### config.mk
export PLATFORM = sky130hd
export DESIGN_NAME = rule_language_tokenizer_core
export DESIGN_NICKNAME = d
export VERILOG_FILES = /design/src/hw/rtl/rlt_pkg.sv /design/src/hw/rtl/rlt_scan.sv /design/src/hw/rtl/rlt_out_queue.sv /design/src/hw/rtl/rule_language_tokenizer_core.sv
export SDC_FILE = /design/constraint.sdc
export NUM_CORES = 1
export LEC_CHECK = 0
export ABC_AREA = 1
export BUFFER_PORTS_ARGS = -buffer_cell sky130_fd_sc_hd__buf_2
export CAP_MARGIN = 20
export CELL_PAD_IN_SITES_DETAIL_PLACEMENT = 2
export CELL_PAD_IN_SITES_GLOBAL_PLACEMENT = 2
export CORE_ASPECT_RATIO = 1.75
export CORE_MARGIN = 4
export CORE_UTILIZATION = 35
export DETAILED_ROUTE_END_ITERATION = 7
export PLACE_DENSITY_LB_ADDON = 0.1
export SKIP_CTS_REPAIR_TIMING = 1
export SLEW_MARGIN = 20
export SYNTH_ARGS = -nofsm -noshare
export SYNTH_HDL_FRONTEND = slang
export SYNTH_SLANG_ARGS = --single-unit
### constraint.sdc
create_clock -name clock -period 12.6 [get_ports clock]
set_clock_uncertainty 0.2 [all_clocks]
set_input_delay 0.63 -clock clock [delete_from_list [all_inputs] [get_ports clock]]
set_output_delay 0.63 -clock clock [all_outputs]
set_load 0.03 [all_outputs]
### src/hw/rtl/rlt_pkg.sv
// Shared types, constants and character-class functions for the rule language tokenizer.
// Used by rlt_scan, rlt_out_queue and rule_language_tokenizer_core. No dependencies.
package rlt_pkg;

   localparam int POS_BITS       = 32;
   localparam int WORD_BITS      = 32;
   localparam int QUEUE_DEPTH    = 4;
   localparam int QUEUE_PTR_BITS = $clog2(QUEUE_DEPTH);
   localparam int QUEUE_CNT_BITS = $clog2(QUEUE_DEPTH + 1);

   typedef enum logic [2:0] {
      ST_TOKEN        = 3'd0,
      ST_END          = 3'd1,
      ST_OPEN_COMMENT = 3'd2,
      ST_OPEN_STRING  = 3'd3,
      ST_BAD_ESCAPE   = 3'd4,
      ST_OPEN_FNAME   = 3'd5,
      ST_BAD_CHARLIT  = 3'd6,
      ST_BAD_CHAR     = 3'd7
   } status_type;

   typedef enum logic [10:0] {
      MODE_IDLE   = 11'b000_0000_0001,
      MODE_SLASH  = 11'b000_0000_0010,
      MODE_BLOCK  = 11'b000_0000_0100,
      MODE_LINE   = 11'b000_0000_1000,
      MODE_STRING = 11'b000_0001_0000,
      MODE_STRESC = 11'b000_0010_0000,
      MODE_FNAME  = 11'b000_0100_0000,
      MODE_CHAR   = 11'b000_1000_0000,
      MODE_COLON  = 11'b001_0000_0000,
      MODE_PREFIX = 11'b010_0000_0000,
      MODE_IDENT  = 11'b100_0000_0000
   } scan_mode_type;

   localparam logic [1:0] LIT_OPEN     = 2'd0;
   localparam logic [1:0] LIT_PLAIN    = 2'd1;
   localparam logic [1:0] LIT_ESC      = 2'd2;
   localparam logic [1:0] LIT_ESC_DONE = 2'd3;

   typedef logic [POS_BITS-1:0] pos_type;

   typedef struct packed {
      logic [WORD_BITS-1:0] token_start;
      logic [WORD_BITS-1:0] token_length;
      status_type           status;
      logic                 last_of_run;
   } rsp_item_type;

   typedef struct packed {
      logic         a_vld;
      rsp_item_type a;
      logic         b_vld;
      rsp_item_type b;
   } scan_out_type;

   function automatic logic is_space(logic [7:0] c);
      return (c == 8'd32) || (c >= 8'd9 && c <= 8'd13);
   endfunction

   function automatic logic is_word(logic [7:0] c);
      return (c >= "0" && c <= "9") || (c >= "a" && c <= "z") ||
             (c >= "A" && c <= "Z") || (c == "_");
   endfunction

   function automatic logic is_punct(logic [7:0] c);
      logic hit;
      case (c) inside
         "!", "~", ".", ",", "(", ")", "{", "}", "$", "@", "=", "<", ">", "|": hit = 1'b1;
         default: hit = 1'b0;
      endcase
      return hit;
   endfunction

   function automatic logic [WORD_BITS-1:0] to_word(pos_type p);
      return WORD_BITS'(p);
   endfunction

endpackage

### src/hw/rtl/rlt_scan.sv
// Scan mode machine: decides one character per cycle while step is high and forms up to two results.
// Depends on rlt_pkg.
module rlt_scan (
   input  logic                 clock,
   input  logic                 reset,
   input  logic                 step,
   input  logic [7:0]           char_code,
   input  logic                 is_end,
   output rlt_pkg::scan_out_type res
);

   rlt_pkg::scan_mode_type mode_ff, mode_in, idle_mode;
   rlt_pkg::pos_type       pos_ff, pos_in, pend_ff, pend_in;
   logic [1:0]             lit_ff, lit_in;
   logic                   star_ff, star_in;
   logic                   halt_ff, halt_in;

   logic                   end_w;
   logic                   use_idle, idle_emit, idle_fail;
   rlt_pkg::status_type    idle_st;
   logic [rlt_pkg::WORD_BITS-1:0] idle_len;
   logic                   fail_v, tok_here;
   rlt_pkg::pos_type       fail_at;
   rlt_pkg::status_type    fail_st;

   assign end_w = is_end | (char_code == 8'd0);

   always_comb begin
      idle_mode = rlt_pkg::MODE_IDLE;
      idle_emit = 1'b0;
      idle_fail = 1'b0;
      idle_st   = rlt_pkg::ST_TOKEN;
      idle_len  = '0;
      if (end_w) begin
         idle_emit = 1'b1;
         idle_st   = rlt_pkg::ST_END;
      end else if (rlt_pkg::is_space(char_code)) begin
         idle_mode = rlt_pkg::MODE_IDLE;
      end else if (char_code == "/") begin
         idle_mode = rlt_pkg::MODE_SLASH;
      end else if (char_code == "#") begin
         idle_mode = rlt_pkg::MODE_LINE;
      end else if (char_code == "\"") begin
         idle_mode = rlt_pkg::MODE_STRING;
      end else if (char_code == "<") begin
         idle_mode = rlt_pkg::MODE_FNAME;
      end else if (char_code == "'") begin
         idle_mode = rlt_pkg::MODE_CHAR;
      end else if (char_code == ":") begin
         idle_mode = rlt_pkg::MODE_COLON;
      end else if (rlt_pkg::is_punct(char_code)) begin
         idle_emit = 1'b1;
         idle_len  = rlt_pkg::WORD_BITS'(1);
      end else if (char_code == "?" || char_code == "-") begin
         idle_mode = rlt_pkg::MODE_PREFIX;
      end else if (rlt_pkg::is_word(char_code)) begin
         idle_mode = rlt_pkg::MODE_IDENT;
      end else begin
         idle_emit = 1'b1;
         idle_fail = 1'b1;
         idle_st   = rlt_pkg::ST_BAD_CHAR;
      end
   end

   always_comb begin
      mode_in  = mode_ff;
      pos_in   = pos_ff;
      pend_in  = pend_ff;
      lit_in   = lit_ff;
      star_in  = star_ff;
      halt_in  = halt_ff;
      res      = '0;
      use_idle = 1'b0;
      fail_v   = 1'b0;
      fail_at  = pos_ff;
      fail_st  = rlt_pkg::ST_BAD_CHAR;
      tok_here = 1'b0;
      if (step && !halt_ff) begin
         unique case (mode_ff)
            rlt_pkg::MODE_SLASH: begin
               if (!end_w && char_code == "*") begin
                  mode_in = rlt_pkg::MODE_BLOCK;
                  star_in = 1'b1;
               end else begin
                  fail_v  = 1'b1;
                  fail_at = pend_ff;
               end
            end
            rlt_pkg::MODE_BLOCK: begin
               if (star_ff && !end_w && char_code == "/") begin
                  mode_in = rlt_pkg::MODE_IDLE;
                  star_in = 1'b0;
               end else if (end_w) begin
                  fail_v  = 1'b1;
                  fail_st = rlt_pkg::ST_OPEN_COMMENT;
               end else begin
                  star_in = (char_code == "*");
               end
            end
            rlt_pkg::MODE_LINE: begin
               if (end_w) begin
                  use_idle = 1'b1;
               end else if (char_code == 8'd13 || char_code == 8'd10) begin
                  mode_in = rlt_pkg::MODE_IDLE;
               end
            end
            rlt_pkg::MODE_STRING: begin
               if (end_w) begin
                  fail_v  = 1'b1;
                  fail_st = rlt_pkg::ST_OPEN_STRING;
               end else if (char_code == "\"") begin
                  tok_here = 1'b1;
               end else if (char_code == "\\") begin
                  mode_in = rlt_pkg::MODE_STRESC;
               end
            end
            rlt_pkg::MODE_STRESC: begin
               if (end_w) begin
                  fail_v  = 1'b1;
                  fail_st = rlt_pkg::ST_OPEN_STRING;
               end else if (char_code == "\\" || char_code == "\"") begin
                  mode_in = rlt_pkg::MODE_STRING;
               end else begin
                  fail_v  = 1'b1;
                  fail_st = rlt_pkg::ST_BAD_ESCAPE;
               end
            end
            rlt_pkg::MODE_FNAME: begin
               if (end_w) begin
                  fail_v  = 1'b1;
                  fail_st = rlt_pkg::ST_OPEN_FNAME;
               end else if (char_code == ">") begin
                  tok_here = 1'b1;
               end
            end
            rlt_pkg::MODE_CHAR: begin
               fail_at = pend_ff;
               unique case (lit_ff)
                  rlt_pkg::LIT_OPEN: begin
                     if (end_w) begin
                        fail_v  = 1'b1;
                        fail_st = rlt_pkg::ST_BAD_CHARLIT;
                     end else if (char_code == "'") begin
                        tok_here = 1'b1;
                     end else if (char_code == "\\") begin
                        lit_in = rlt_pkg::LIT_ESC;
                     end else begin
                        lit_in = rlt_pkg::LIT_PLAIN;
                     end
                  end
                  rlt_pkg::LIT_PLAIN: begin
                     if (!end_w && char_code == "'") begin
                        tok_here = 1'b1;
                     end else begin
                        fail_v  = 1'b1;
                        fail_st = rlt_pkg::ST_BAD_CHARLIT;
                     end
                  end
                  rlt_pkg::LIT_ESC: begin
                     if (!end_w && (char_code == "\\" || char_code == "'" ||
                                    char_code == "r" || char_code == "n" ||
                                    char_code == "t")) begin
                        lit_in = rlt_pkg::LIT_ESC_DONE;
                     end else begin
                        fail_v  = 1'b1;
                        fail_st = rlt_pkg::ST_BAD_ESCAPE;
                     end
                  end
                  default: begin
                     if (!end_w && char_code == "'") begin
                        tok_here = 1'b1;
                     end else begin
                        fail_v  = 1'b1;
                        fail_st = rlt_pkg::ST_BAD_ESCAPE;
                     end
                  end
               endcase
            end
            rlt_pkg::MODE_COLON: begin
               if (!end_w && (char_code == "-" || char_code == "=")) begin
                  tok_here = 1'b1;
               end else begin
                  fail_v = 1'b1;
               end
            end
            rlt_pkg::MODE_PREFIX: begin
               if (!end_w && rlt_pkg::is_word(char_code)) begin
                  mode_in = rlt_pkg::MODE_IDENT;
               end else begin
                  fail_v = 1'b1;
               end
            end
            rlt_pkg::MODE_IDENT: begin
               if (end_w || !rlt_pkg::is_word(char_code)) begin
                  res.a_vld              = 1'b1;
                  res.a.token_start      = rlt_pkg::to_word(pend_ff);
                  res.a.token_length     = rlt_pkg::to_word(pos_ff - pend_ff);
                  res.a.status           = rlt_pkg::ST_TOKEN;
                  use_idle               = 1'b1;
               end
            end
            default: begin
               use_idle = 1'b1;
            end
         endcase

         if (use_idle) begin
            mode_in = idle_mode;
            if (!end_w) begin
               pend_in = pos_ff;
            end
            if (idle_mode == rlt_pkg::MODE_CHAR) begin
               lit_in = rlt_pkg::LIT_OPEN;
            end
            if (idle_emit) begin
               res.b_vld          = 1'b1;
               res.b.token_start  = rlt_pkg::to_word(pos_ff);
               res.b.token_length = idle_len;
               res.b.status       = idle_st;
            end
            if (idle_fail) begin
               halt_in = 1'b1;
               mode_in = rlt_pkg::MODE_IDLE;
            end
         end

         if (fail_v) begin
            res.b_vld          = 1'b1;
            res.b.token_start  = rlt_pkg::to_word(fail_at);
            res.b.token_length = '0;
            res.b.status       = fail_st;
            halt_in            = 1'b1;
            mode_in            = rlt_pkg::MODE_IDLE;
         end

         if (tok_here) begin
            res.b_vld          = 1'b1;
            res.b.token_start  = rlt_pkg::to_word(pend_ff);
            res.b.token_length = rlt_pkg::to_word(pos_ff + 1'b1 - pend_ff);
            res.b.status       = rlt_pkg::ST_TOKEN;
            mode_in            = rlt_pkg::MODE_IDLE;
         end

         if (mode_ff == rlt_pkg::MODE_CHAR && mode_in != rlt_pkg::MODE_CHAR) begin
            lit_in = rlt_pkg::LIT_OPEN;
         end

         res.a.last_of_run = !res.b_vld;
         res.b.last_of_run = 1'b1;

         if (end_w) begin
            if (!halt_in) begin
               mode_in = rlt_pkg::MODE_IDLE;
               pos_in  = '0;
               pend_in = '0;
               lit_in  = rlt_pkg::LIT_OPEN;
               star_in = 1'b0;
            end
         end else begin
            pos_in = pos_ff + 1'b1;
         end
      end
   end

   always_ff @(posedge clock) begin
      if (reset) begin
         mode_ff <= rlt_pkg::MODE_IDLE;
         pos_ff  <= '0;
         pend_ff <= '0;
         lit_ff  <= rlt_pkg::LIT_OPEN;
         star_ff <= 1'b0;
         halt_ff <= 1'b0;
      end else begin
         mode_ff <= mode_in;
         pos_ff  <= pos_in;
         pend_ff <= pend_in;
         lit_ff  <= lit_in;
         star_ff <= star_in;
         halt_ff <= halt_in;
      end
   end

   a_halt_silent: assert property (@(posedge clock) disable iff (reset)
      halt_ff |-> !res.a_vld && !res.b_vld)
      else $error("result produced while halted");

   a_flush_from_ident: assert property (@(posedge clock) disable iff (reset)
      res.a_vld |-> mode_ff == rlt_pkg::MODE_IDENT)
      else $error("identifier flush outside identifier mode");

   a_end_rewinds: assert property (@(posedge clock) disable iff (reset)
      step && end_w && !halt_in |=> pos_ff == '0 && mode_ff == rlt_pkg::MODE_IDLE)
      else $error("end of text did not rewind the scanner");

endmodule

### src/hw/rtl/rlt_out_queue.sv
// Small result queue: takes up to two results per cycle while it has room, hands out one per cycle on pop.
// Depends on rlt_pkg.
module rlt_out_queue (
   input  logic                  clock,
   input  logic                  reset,
   input  rlt_pkg::scan_out_type push,
   input  logic                  pop,
   output logic                  room,
   output logic                  not_empty,
   output rlt_pkg::rsp_item_type head
);

   rlt_pkg::rsp_item_type mem [rlt_pkg::QUEUE_DEPTH];

   logic [rlt_pkg::QUEUE_PTR_BITS-1:0] wr_ff, wr_in, rd_ff, rd_in, wr_b;
   logic [rlt_pkg::QUEUE_CNT_BITS-1:0] cnt_ff, cnt_in;
   logic [1:0]                         push_n;

   assign push_n    = 2'(push.a_vld) + 2'(push.b_vld);
   assign wr_b      = push.a_vld ? wr_ff + 1'b1 : wr_ff;
   assign room      = cnt_ff <= rlt_pkg::QUEUE_CNT_BITS'(rlt_pkg::QUEUE_DEPTH - 2);
   assign not_empty = cnt_ff != '0;
   assign head      = mem[rd_ff];

   always_comb begin
      wr_in  = wr_ff + rlt_pkg::QUEUE_PTR_BITS'(push_n);
      rd_in  = pop ? rd_ff + 1'b1 : rd_ff;
      cnt_in = cnt_ff + rlt_pkg::QUEUE_CNT_BITS'(push_n) - rlt_pkg::QUEUE_CNT_BITS'(pop);
   end

   always_ff @(posedge clock) begin
      if (push.a_vld) begin
         mem[wr_ff] <= push.a;
      end
      if (push.b_vld) begin
         mem[wr_b] <= push.b;
      end
   end

   always_ff @(posedge clock) begin
      if (reset) begin
         wr_ff  <= '0;
         rd_ff  <= '0;
         cnt_ff <= '0;
      end else begin
         wr_ff  <= wr_in;
         rd_ff  <= rd_in;
         cnt_ff <= cnt_in;
      end
   end

   a_no_overflow: assert property (@(posedge clock) disable iff (reset)
      push_n != 2'd0 |-> room)
      else $error("push without room");

   a_no_underflow: assert property (@(posedge clock) disable iff (reset)
      pop |-> not_empty)
      else $error("pop from empty queue");

   a_cnt_bound: assert property (@(posedge clock) disable iff (reset)
      cnt_ff <= rlt_pkg::QUEUE_CNT_BITS'(rlt_pkg::QUEUE_DEPTH))
      else $error("queue count out of range");

endmodule

### src/hw/rtl/rule_language_tokenizer_core.sv
// Top level of the rule language tokenizer: scanner plus result queue.
// Depends on rlt_pkg, rlt_scan and rlt_out_queue.
//
// Usage:
//   req_ channel carries one character (req_char_code) or an end mark
//   (req_is_end, or code 0) per transaction. rsp_ channel carries token
//   spans: start offset, length, status and last_of_run, which flags the
//   final result caused by one request.
//   A request is decided in the cycle it is accepted; its results are
//   registered into a four-entry queue that drives rsp_.
//   Throughput is one request per cycle while req_stall is low; a request
//   that yields two results (an identifier closed by punctuation, an error
//   or an end mark) fills two entries for the single-result output port.
//   req_stall rises when fewer than two queue entries are free, so a
//   stalled receiver backs up into the request side after a few results.
//   An error result halts the scanner: later requests are accepted and
//   dropped until reset. Reset empties the queue, sets offset zero and
//   returns the scanner to idle between tokens.
module rule_language_tokenizer_core (
   input  logic                               clock,
   input  logic                               reset,
   input  logic                               req_valid,
   output logic                               req_stall,
   input  logic [7:0]                         req_char_code,
   input  logic                               req_is_end,
   output logic                               rsp_valid,
   input  logic                               rsp_stall,
   output logic [rlt_pkg::WORD_BITS-1:0]      rsp_token_start,
   output logic [rlt_pkg::WORD_BITS-1:0]      rsp_token_length,
   output logic [2:0]                         rsp_status,
   output logic                               rsp_last_of_run
);

   logic                  step, room, pop;
   rlt_pkg::scan_out_type res;
   rlt_pkg::rsp_item_type head;

   assign req_stall = !room;
   assign step      = req_valid && !req_stall;
   assign pop       = rsp_valid && !rsp_stall;

   rlt_scan u_scan (
      .clock     (clock),
      .reset     (reset),
      .step      (step),
      .char_code (req_char_code),
      .is_end    (req_is_end),
      .res       (res)
   );

   rlt_out_queue u_queue (
      .clock     (clock),
      .reset     (reset),
      .push      (res),
      .pop       (pop),
      .room      (room),
      .not_empty (rsp_valid),
      .head      (head)
   );

   assign rsp_token_start  = head.token_start;
   assign rsp_token_length = head.token_length;
   assign rsp_status       = head.status;
   assign rsp_last_of_run  = head.last_of_run;

endmodule
==> reports/metrics.yaml, run 1 <==
clock_tree:
  cts_buffers: 40
  cts_tree: "built"
  clkTransAtPathRegs_ns: 0.07
  cts_sinks: 360
  clock_latency_ns: 0.59
  htree_levels: 2
  cts_buffer_depth: 3
  ctsRootBufferMaster: "clkbuf_16"
power:
  peakVddDrop_uv: 80.3
  power.leakage_nw: 10.1
  cellPowerDensity_nw_per_um2: 161
grt:
  grt_max_degree: 99
  grt-ovfl-total: 0
  antenna_found_initial: 2
  track_usage: 0.278
  grt_pass1_vias: 25900
  grt_pass1_wl_mm: 156
floorplanning:
  die_w_um: 207
  die_area_um2: 73500
  rows: 127
  die_h_um: 356
  ios: 83
  core_area_um2: 68500
  start_util: 0.353
logic_synthesis:
  syn-num-nets: 3344
  ys_warn_count: 0
  yosysUniqueCellTypes: 60
  syn-instance-count: 3256
  syn_area_per_cell_um2: 7.42
  ys_seq_area_frac: 0.411
  synth-edff-count: 272
  synthFlopType: "edfxtp_1"
  ys_ff_latch: 360
  syn-cell-area_um2: 24200
  async_flop_share: 0
cells_and_area:
  post-route-util: 0.384
  final_cell_mix: "nand2_1, nor2_1, o21ai_0"
  final_cells: 4170
  final_common_cell: "nand2_1"
  nets: 3324
  diodes: 0
  area_growth_pct: 8.94
  drive_above_1_share: 0.0774
timing:
  fmax_ghz: 0.180
  setup_tns_ns: 0
  setup_viol_count_final: 0
  worst_pin_slew_ns: 1.03
  period_needed_ns: 5.57
  holdWs_ns: 0.146
  rsz0062_at_grt: "false"
  finalMaxSlewViolations: 0
  min_period_over_period: 0.442
  hold_viol: 0
  slew_headroom: 0.309
route:
  avgViaCountPerCell: 5.68
  ant_nets: 0
  wl_mm: 105
  wl_per_cell_um: 25.1
  dr.pass1.iters: 7
  drt-initial-drc-count: 1083
  remaining_drc_errors: 0
  vias: 23700
placed_design:
  port_buffers: 82
  dp.cells: 4096
  gp_congestion: 0.923
  hpwl_mm: 75.9
worst_setup_path:
  crit_type: "reg2reg"
  r2r_setup_slack_ns: 7.03
  cp.arrival_ns: 5.81
  reg2reg_from: "u_scan.pos_ff[1]$_SDFFE_PP0P_"
  cp-end-kind: "flip-flop"
  startpoint_type: "flip-flop"
  reg2reg_depth: 27
  crit_path_max_fanout: 6
  worstPathRequired_ns: 12.84
  timing.rr.end: "u_queue.mem[1][35]$_DFFE_PP_"
worst_hold_path:
  holdPathStages: 2
  hold_end: "u_scan.pend_ff[2]$_SDFFE_PP0P_"
  hold_class: "in2reg"
  min_from: "reset"
status:
  status: "complete, no violations"
job:
  max_cap_viol_count: 0
==> cells by family (layout without fill, tap and decap cells) <==
logic type,after synthesis,after routing,share of synthesized area
AOI/OAI and AO/OA,867,867,0.190
xor gates and xnor gates,73,73,0.0273
adders and majority gates,75,75,0.0398
buffers and inverters,438,449,0.0831
DFF,360,360,0.411
and+or+nand+nor,1443,1443,0.249
==> worst max path at each step <==
| stage | from | to | cells after the start | slack, ns |
|---|---|---|---|---|
| 2_1_floorplan | req_char_code[3] | u_queue.mem[1][0]$_DFFE_PP_ | 15 | 8.26 |
| 3_3_place_gp | req_char_code[3] | u_queue.mem[0][58]$_DFFE_PP_ | 18 | 6.71 |
| 3_5_place_dp | req_char_code[1] | u_queue.mem[0][62]$_DFFE_PP_ | 18 | 6.61 |
| 4_1_cts | u_scan.pos_ff[1]$_SDFFE_PP0P_ | u_queue.mem[1][35]$_DFFE_PP_ | 25 | 7.01 |
| 5_1_grt | u_scan.pos_ff[1]$_SDFFE_PP0P_ | u_queue.mem[1][35]$_DFFE_PP_ | 27 | 6.58 |
| 6_report | u_scan.pos_ff[1]$_SDFFE_PP0P_ | u_queue.mem[1][35]$_DFFE_PP_ | 27 | 7.03 |
==> metrics by stage <==
stage               power, W  setup slack [ns]  cell area (um2)
floorplan            0.00250              8.26            24200
global placement     0.00300              6.71            25000
detailed placement   0.00304              6.61            25000
CTS                  0.00427              7.01            26300
global route         0.00444              6.58            26300
finish               0.00424              7.03            26300
==> power by group <==
part,internal (W),total (W),switching (W)
Sequential,0.00138,0.00143,0.0000475
Clock,0.000695,0.00122,0.000526
Combinational,0.000380,0.00159,0.00121
==> Yosys cell counts, types with 5 or more instances <==
library cell  count  area (um2)
buf_6            34         383
a31oi_1           7        43.8
nand3_1          79         395
a21oi_1         237        1190
xnor2_1          26         228
or2_2             9        56.3
a21boi_0          5        37.5
nor3_1           31         155
nand2_2           7        43.8
buf_4             9        67.6
inv_1           241         905
o21ai_1         151         756
nor2_1          363        1360
inv_2            16        60.1
o211ai_1          5        37.5
o22ai_1          68         425
nand2_1         848        3180
o21ai_0         351        1760
o21a_1            8        60.1
o2111ai_1         5        43.8
nand3_2           5        50.1
buf_1             5        18.8
edfxtp_1        272        8170
a21o_1            6        45.0
dfxtp_1          88        1760
nor4_1            9        56.3
o21bai_1          8        60.1
buf_2            17        85.1
nor2_2           10        62.6
clkbuf_1        106         398
xor2_1           45         394
nand4_1          63         394
ha_1             72         901
==> area by class of cell <==
cell class | instances | area [um2]
flip-flops and latches | 360 | 9930
fillers | 8112 | 42200
well taps | 903 | 1130
clock inverters | 21 | 190
repair buffers | 114 | 671
inverters | 262 | 993
multi-input cells | 2458 | 12300
clock buffers | 52 | 1130
==> worst max-delay path, stage by stage, from the launching register on <==
cell	delay (ns)
dfxtp_1	0.47
ha_1	0.25
nand3_1	0.20
nor2_1	0.25
nand4_1	0.18
nor2_1	0.28
nand2_1	0.15
nor3_1	0.40
nand2_1	0.21
inv_1	0.15
nand2_1	0.08
o21ai_0	0.16
nand2_1	0.07
inv_1	0.13
ha_1	0.34
a21oi_1	0.18
inv_1	0.07
a21oi_1	0.17
o21ai_0	0.12
a21oi_1	0.12
o21ai_0	0.26
nand2_1	0.14
nand2_1	0.11
nand2_1	0.09
nand2_1	0.05
nor2_1	0.35
nand2_1	0.11
nand2_1	0.09
==> state kept, by name, summed over array words and instances, names as in the netlist, named ones only <==
register,cells
u_scan.star_ff,1
u_scan.halt_ff,1
u_queue.wr_ff,2
u_scan.mode_ff,11
u_scan.pend_ff,32
u_scan.pos_ff,32
u_queue.cnt_ff,3
u_scan.lit_ff,2
u_queue.rd_ff,2
u_queue.mem,272
==> per-layer routing <==
| metal | vias up | track usage | routed length (um) | part of all wire |
|---|---|---|---|---|
| li1 | 11000 | - | - | - |
| met1 | 12000 | 0.321 | 42000 | 0.40 |
| met2 | 461 | 0.507 | 54300 | 0.52 |
| met3 | 240 | 0.0278 | 2920 | 0.028 |
| met4 | 4 | 0.131 | 5570 | 0.053 |
| met5 | - | 0 | 25 | 0.00024 |
(Power assumes the default switching activity.)
==> inputs of run 2 (changes only) <==
clock period = 5.2 ns   (was 12.6 ns; I/O delays follow)
==> run 2 against run 1 <==
Net effect:
- power up 150%
- global-route usage up 1.0 points
- critical path depth down 5
- clock power up 140%
- via count up 0.79%
- non-clock buffer count up 21
- utilization up 0.27 points
- design area up 0.71%
- sequential share of layout area down 0.27 points
- largest cell class unchanged
==> reports/metrics.yaml, run 2 (synthesis gave the netlist of run 1 again) <==
status:
  status: "complete, no violations"
placed_design:
  port_buffers: 82
  gp_congestion: 0.935
  hpwl_mm: 76.5
  place_ws_ns: 0.109
  dp.cells: 4116
  dpl_cell_area_um2: 25200
cells_and_area:
  final_common_cell: "nand2_1"
  final_cells: 4193
  fin_area_um2: 26500
  final_cell_mix: "nand2_1, nor2_1, o21ai_0"
  drive_above_1_share: 0.0830
  largest_register_ffs: 272
  regMostFlops: "u_queue.mem"
  nets: 3345
  area_growth_pct: 9.71
  post-route-util: 0.387
  reg_top3: "u_queue.mem (272), u_scan.pend_ff (32), u_scan.pos_ff (32)"
clock_tree:
  cts_buffer_depth: 3
  cts_sinks: 360
  clkTransAtPathRegs_ns: 0.06
  ctsRootBufferMaster: "clkbuf_16"
  clock_latency_ns: 0.57
  cts_buffers: 40
  cts_tree: "built"
  htree_levels: 2
timing:
  period_needed_ns: 4.99
  worst_pin_slew_ns: 1.11
  hold_viol: 0
  fmax_ghz: 0.200
  min_period_over_period: 0.960
  setup_tns_ns: 0
  setup_viol_count_final: 0
  slew_headroom: 0.257
  finalMaxSlewViolations: 0
  fin_ws_ns: 0.210
floorplanning:
  die_h_um: 356
  rows: 127
  start_util: 0.353
  core_area_um2: 68500
  die_w_um: 207
  ios: 83
  die_area_um2: 73500
route:
  vias: 23900
  wl_per_cell_um: 25.7
  drt-initial-drc-count: 1078
  remaining_drc_errors: 0
  ant_nets: 0
  dr.pass1.iters: 5
  wl_mm: 108
  avgViaCountPerCell: 5.69
grt:
  track_usage: 0.288
  grt_max_degree: 121
  grt_pass1_wl_mm: 161
  antenna_found_initial: 0
  grt-ovfl-total: 0
  grt_pass1_vias: 26800
worst_setup_path:
  reg2reg_depth: 22
  path_depth: 22
  startpoint_type: "flip-flop"
  critPathSlowestCell: "nor3_1"
  max_stage_delay_ns: 0.45
  crit_top_cell: "nand2_1"
  worstPathRequired_ns: 5.42
  reg2reg_from: "u_scan.pos_ff[1]$_SDFFE_PP0P_"
  worstPathCellList: "inv_1 > nor3_1 > nand2_1 > nor2_1 > nand4_1 > nor2_1 > nand2_1 > xor2_1 > inv_1 > ha_1 > nand2_1 > nor2_1 > inv_1 > nor2_2 > nand3_1 > nand3_1 > nand2_1 > nand2_1 > xnor2_1 > nor2_1 > nand2_1 > nand2_1"
  crit_buf_inv: 3
  crit_start: "u_scan.pos_ff[1]$_SDFFE_PP0P_"
  crit_path_max_fanout: 5
  cp.arrival_ns: 5.21
  crit_type: "reg2reg"
  cp-end-kind: "flip-flop"
  cp_top_family: "simple AND/OR/NAND/NOR gates"
power:
  peakVddDrop_uv: 390
  power.leakage_nw: 10.1
  cellPowerDensity_nw_per_um2: 397
worst_hold_path:
  min_from: "reset"
  holdPathStages: 2
  hold_class: "in2reg"
job:
  max_cap_viol_count: 0
[run 2: cell count changes in the layout (fill, tap and decap cells not counted), sizes merged]
cell         previous run  this run
inv                   258       259
diode                   0         2
clkinv                 20        21
clkinvlp                2         3
bufinv                  3         4
clkbuf                 52        48
dlygate4sd3             0         2
buf                   114       133
[run 2: area by class of cell]
type	instances	area, um2
Multi-Input combinational cell	2458	12300
Antenna cell	2	5.00
Tap cell	903	1130
Clock buffer	48	1050
Sequential cell	360	9930
Fill cell	8023	42000
Timing Repair Buffer	135	876
Inverter	262	995
Clock inverter	25	231
[run 2: metal layers]
layer | track usage | vias up | part of all wire
li1 | - | 11000 | -
met1 | 0.313 | 12200 | 0.38
met2 | 0.562 | 459 | 0.55
met3 | 0.0229 | 208 | 0.026
met4 | 0.118 | 0 | 0.045
met5 | 0 | - | 0
[run 2: report_power, final]
group | leakage [nW] | switching [W] | internal [W]
combinational | 6.44 | 0.00320 | 0.000977
sequential | 3.07 | 0.0000910 | 0.00334
clock | 0.626 | 0.00126 | 0.00165
total | 10.1 | 0.00455 | 0.00596
[run 2: path summary, 6_finish.rpt]
kind	end	slack [ns]
worst min-delay path	u_queue.cnt_ff[0]$_SDFF_PP0_	0.08
worst max-delay path	u_queue.mem[0][27]$_DFFE_PP_	0.21
worst min register to register	flip-flop	0.26
worst max register to register	u_queue.mem[0][27]$_DFFE_PP_	0.21
[run 2: through the flow]
| step | hold WS [ns] | power [W] |
|---|---|---|
| after global placement | 0.265 | 0.00756 |
| after floorplan | 0.236 | 0.00606 |
| final | 0.0759 | 0.0105 |
| after global routing | 0.148 | 0.0110 |
| after detailed placement | 0.267 | 0.00767 |
| after CTS | -0.156 | 0.0106 |
